## src/rtl/bsts_ram.sv

```systemverilog
// ----------------------------------------------------------------------------
// bsts_ram
// Simple dual-port RAM, one write port and one read port, registered read.
// ----------------------------------------------------------------------------
module bsts_ram #(
  parameter int WIDTH = 64,
  parameter int DEPTH = 64,
  localparam int AW = (DEPTH > 1) ? $clog2(DEPTH) : 1
) (
  input  logic             clk,
  input  logic             we,
  input  logic [AW-1:0]    waddr,
  input  logic [WIDTH-1:0] wdata,
  input  logic [AW-1:0]    raddr,
  output logic [WIDTH-1:0] rdata
);

  logic [WIDTH-1:0] mem [DEPTH];

  always_ff @(posedge clk) begin
    if (we) begin
      mem[waddr] <= wdata;
    end
    rdata <= mem[raddr];
  end

endmodule
```

## config.mk

```make
export PLATFORM = sky130hd
export DESIGN_NAME = bsts_ram
export DESIGN_NICKNAME = d
export VERILOG_FILES = /design/src/rtl/bsts_ram.sv
export SDC_FILE = /design/constraint.sdc
export NUM_CORES = 2
export LEC_CHECK = 0
export ABC_AREA = 1
export BUFFER_PORTS_ARGS = -buffer_cell sky130_fd_sc_hd__buf_2
export CORE_MARGIN = 5
export CORE_UTILIZATION = 38
export DETAILED_ROUTE_END_ITERATION = 16
export HOLD_SLACK_MARGIN = 0.08
export PLACE_DENSITY_LB_ADDON = 0.05
export SETUP_SLACK_MARGIN = 0.2
export SLEW_MARGIN = 20
export SYNTH_ARGS = -nofsm -noshare
export SYNTH_HDL_FRONTEND = slang
export SYNTH_SLANG_ARGS = --single-unit
```

## constraint.sdc

```tcl
create_clock -name clk -period 15 [get_ports clk]
set_clock_uncertainty 0.05 [all_clocks]
set_input_delay 3 -clock clk [delete_from_list [all_inputs] [get_ports clk]]
set_output_delay 3 -clock clk [all_outputs]
set_load 0.05 [all_outputs]
```

Word-level counts from Yosys, hierarchy flattened
Memories as Yosys holds them, arrays and structs flattened. A register that Yosys moved wholly into a read port is not among the register bits.
Cells that the tools add are included.
{"block": "totals", "word_cells": 3, "ram_bits": 4096, "reg_bits": 0, "in_bits": 78, "memories": 1, "out_inout_bits": 64}
{"name": "mem", "depth": 64, "word_bits": 64, "read_ports": 1, "rd_ports_with_merged_regs": 1, "wr": 1, "line": "18", "text": "logic [WIDTH-1:0] mem [DEPTH];"}
{"block": "op_classes", "n_mux": 2}
{"operator": "two-way mux 1 bit", "count": 2}

Depth between registers and ports, before layout
{"block": "logic_depth", "ltp_word": 2, "mapped_depth": 13, "ltp_nobuf": 9}

Least setup slack after synthesis
Ideal clock, no wire load.
{"block": "synth_path", "path_kind": "input -> register", "startpoint": "in we", "endpoint": "mem mem[48][0], enable pin", "required_time_ps": 14304, "setup_slack_ps": 4668, "cell_stages": 3, "arrival_ps": 9636, "setup_ps": 646, "path_buffers": 1, "cell_sequence": "clkbuf_1 -> nand4_1 -> nor4_1"}
{"block": "synth_via", "elab_chain_len": 2}
{"item": "from (decl)", "line": "11", "text": "input logic we,"}
{"item": "two-way mux 1 bit", "line": "21", "text": "if (we) begin"}
{"item": "two-way mux 1 bit (not written as such)", "line": "22", "text": "mem[waddr] <= wdata;"}
{"item": "to (decl)", "line": "18"}
Every way passes these cells.

==> implementation parameters <==
Parameter                              Value

Drt
  Detailed router's first-iteration violation count ... 11223
  Drt pass-1 iters ... 6
  Number of vias in the routed layout ... 109251
  DRC violations left ... 0
  Drt total wl ... 604.9 mm
  Wirelength per Cell ... 30.96 um
  Number of nets still failing antenna checks after routing ... 0
  Via density per instance ... 5.592

Global route
  All-Layer GR Usage ... 26.17%
  Total congestion overflow after global routing ... 0
  Wire length of the first global-routing pass ... 840.4 mm
  Number of global-route vias before repair ... 104100
  Initial antenna violation count ... 49
  Largest net degree at the start of global routing ... 197

Worst setup path
  Buffer and inverter count on the worst path ... 5
  Crit path max-delay family ... buffers and inverters
  Series of cell instances along the critical path ... buf_12 -> buf_4 -> buf_4 -> buf_4 -> buf_4 -> nand2_1 -> nand3_1 -> nand3_1 -> nand3_1 -> nand3_1 -> nand2_1 -> nand2_1 -> nand2_1
  Largest incremental delay on the critical path ... 0.92 ns
  Crit Path Class ... in2reg
  Endpoint type of the worst setup path ... flip-flop
  Crit Path Max Fanout ... 95
  Required time worst endpoint ... 15.90 ns
  Crit path max-delay cell type ... sky130_fd_sc_hd__buf_4
  Data arrival, critical path ... 7.58 ns
  Critical Path Start Type ... input port

Synthesis
  Count of different cell masters after synthesis ... 16
  Largest cells by area after synthesis ... sky130_fd_sc_hd__edfxtp_1, sky130_fd_sc_hd__nand3_1, sky130_fd_sc_hd__nand2_1
  Per-instance average area after synthesis ... 12.33 um2
  Share of synthesized area occupied by flip-flops and latches ... 75.18%
  Cell Area, Synth ... 165300 um2
  Number of instances in the synthesized netlist ... 13405
  Yosys warning total ... 0
  Largest area contributor in the netlist ... sky130_fd_sc_hd__edfxtp_1
  Flip-flop and latch count after synthesis ... 4160
  Area share of the leading cell type in the synthesized netlist ... 74.41%
  Mapped Nets ... 13483

Die
  Chip width ... 669.6 um
  Core Box Area ... 433900 um2
  Starting Density ... 38.10%
  Total Die Area ... 448300 um2
  Die extent in y ... 669.6 um
  I/O Pins ... 142
  Row count ... 242

STA
  Final number of setup-violating endpoints ... 0
  Fin. max-slew vios ... 0
  Final critical path time including I/O delays and setup ... 6.672 ns
  Final worst-path cycle share ... 44.48%
  Peak Freq ... 149.9 MHz
  Summed negative setup slack over all endpoints ... 0 ns
  Rel. slew slack ... 11.43%
  Fin worst setup slack ... 8.328 ns
  Final Hold Violating Endpoints ... 0
  Worst-Margin Slew ... 1.329 ns
  RSZ-0062 raised after global routing ... false

Worst hold path
  Worst hold path type ... reg2reg

Power and ir drop
  Cell area power density ... 137.5 nW/um2
  Leakage power ... 64.96 nW
  Worst vdd rail ir drop ... 0.0001092 V

Placement
  Worst-case setup slack after placement ... 7.348 ns
  Cells after DPL ... 18670
  Gp weighted congestion ... 0.7716
  I/O Buffers ... 141
  Final HPWL DP ... 293.1 mm

Finish
  Final Net Count ... 13476
  Fin cells ... 19537
  Fraction of layout instances using a drive strength above 1 ... 8.261%
  Layout-stage area growth over the synthesis result ... 12.81%
  Fill cell total of the finished layout ... 39697
  Final core utilization ... 42.98%

Status
  Status ... finished clean

Clocking
  Clock insertion delay at the later pin of the skew report ... 1.02 ns
  H-tree lvl count ... 5
  Cell chosen for the clock root ... sky130_fd_sc_hd__clkbuf_16
  Buffers inserted by post-CTS timing repair ... 0
  Clock input transition at the sequential cells of the worst setup and hold paths ... 0.06 ns
  CTS tree ... built
  Count of instances resized after the clock tree is built ... 0
  Number of sinks on the clock net ... 4160
  Number of buffers added by the clock tree synthesis step ... 454
  Max Buffers Root-to-Sink ... 4
  Post-CTS Hold Fix Bufs ... 0

Run
  # Max-Cap Violations ... 0
-- synthesized netlist by cell type (all sizes together) --
master  instances
dfxtp          64
inv            12
edfxtp       4096
nand2        4416
nor4            8
buf           750
nor2           56
clkbuf        147
nand3        3847
nand4           9
-- routing by layer --
| metal | global-route usage (%) | vias to the layer above | part of all wire, % |
|---|---|---|---|
| met4 | 6.467 | 8 | 2.7 |
| met5 | 0 | - | 0.0079 |
| li1 | - | 47916 | - |
| met2 | 42.86 | 3845 | 48 |
| met1 | 37.17 | 56691 | 44 |
| met3 | 3.292 | 791 | 6.0 |
-- report_power, final --
| group | internal [mW] | leakage (nW) | switching [mW] | total, mW |
|---|---|---|---|---|
| Combinational | 0.330 | 20.3 | 1.17 | 1.50 |
| Sequential | 12.9 | 37.4 | 0.0551 | 12.9 |
| Clock | 6.52 | 7.26 | 4.71 | 11.2 |
| Total | 19.7 | 65.0 | 5.93 | 25.7 |
-- state kept, by name (all words and copies together), names as in the netlist --
| signal | cells |
|---|---|
| mem | 4096 |
| rdata | 64 |
-- per-stage QoR --
| step | power, mW | cell area [um2] | hold WS (ns) |
|---|---|---|---|
| after floorplan | 14.01 | 165300 | 0.6714 |
| final | 25.65 | 186500 | 0.7366 |
| after CTS | 25.88 | 186200 | 0.7364 |
| after global routing | 26.49 | 186500 | 0.7882 |
| after detailed placement | 14.68 | 171400 | 0.7334 |
| after global placement | 14.67 | 171300 | 0.7234 |
-- path summary, 6_finish.rpt --
path / start / endpoint / slack, ns / depth (start not counted)
worst max-delay path: raddr[0] / rdata[13] / 8.33 / 13
worst min-delay path: mem[26][27] / rdata[27] / 0.74 / 8
worst max register to register: mem[4][26] / rdata[26] / 13.15 / 8
worst min register to register: mem[26][27] / rdata[27] / 0.74 / 8
-- layout by cell type (no fill, tap or decap) --
cell type,n
sky130_fd_sc_hd__clkinv_16,6
sky130_fd_sc_hd__buf_16,2
sky130_fd_sc_hd__nand3_1,3847
sky130_fd_sc_hd__clkinv_4,2
sky130_fd_sc_hd__inv_8,3
sky130_fd_sc_hd__clkinv_1,105
sky130_fd_sc_hd__inv_1,6
sky130_fd_sc_hd__clkbuf_8,23
sky130_fd_sc_hd__buf_12,27
sky130_fd_sc_hd__inv_6,6
sky130_fd_sc_hd__nand4_1,9
sky130_fd_sc_hd__clkinv_2,76
sky130_fd_sc_hd__inv_16,7
sky130_fd_sc_hd__clkinv_8,7
sky130_fd_sc_hd__clkinvlp_4,6
sky130_fd_sc_hd__nor2_4,56
sky130_fd_sc_hd__dfxtp_1,64
sky130_fd_sc_hd__buf_8,4
sky130_fd_sc_hd__bufinv_16,47
sky130_fd_sc_hd__buf_4,294
sky130_fd_sc_hd__buf_6,3
sky130_fd_sc_hd__buf_2,104
sky130_fd_sc_hd__edfxtp_1,4096
sky130_fd_sc_hd__nor4_2,8
sky130_fd_sc_hd__clkbuf_16,458
sky130_fd_sc_hd__clkbuf_1,105
sky130_fd_sc_hd__nand2_1,4416
sky130_fd_sc_hd__diode_2,16
-- final cells by class --
cell class,count,area (um2),area share (%)
multi-input cells,8336,36620,19.63
clock buffers,586,12170,6.527
diodes,16,40.04,0.02147
inverters,12,105.1,0.05636
repair buffers,434,3417,1.832
clock inverters,259,2686,1.440
well taps,5734,7174,3.847
flip-flops and latches,4160,124300,66.64
-- tightest hold or removal path, stage by stage, from the launching register on --
cell and delay [ns]:
sky130_fd_sc_hd__edfxtp_1 0.32, sky130_fd_sc_hd__nand2_1 0.05, sky130_fd_sc_hd__nand3_1 0.06, sky130_fd_sc_hd__nand3_1 0.06, sky130_fd_sc_hd__nand3_1 0.08, sky130_fd_sc_hd__nand3_1 0.07, sky130_fd_sc_hd__nand2_1 0.06, sky130_fd_sc_hd__nand2_1 0.05
sky130_fd_sc_hd__nand2_1 0.05
-- cell families after synthesis --
kind of cell           share of synthesized area (%)
DFF                                            75.18
buffers and inverters                          2.953
and+or+nand+nor                                21.87
Power figures use the tool's default switching activity.
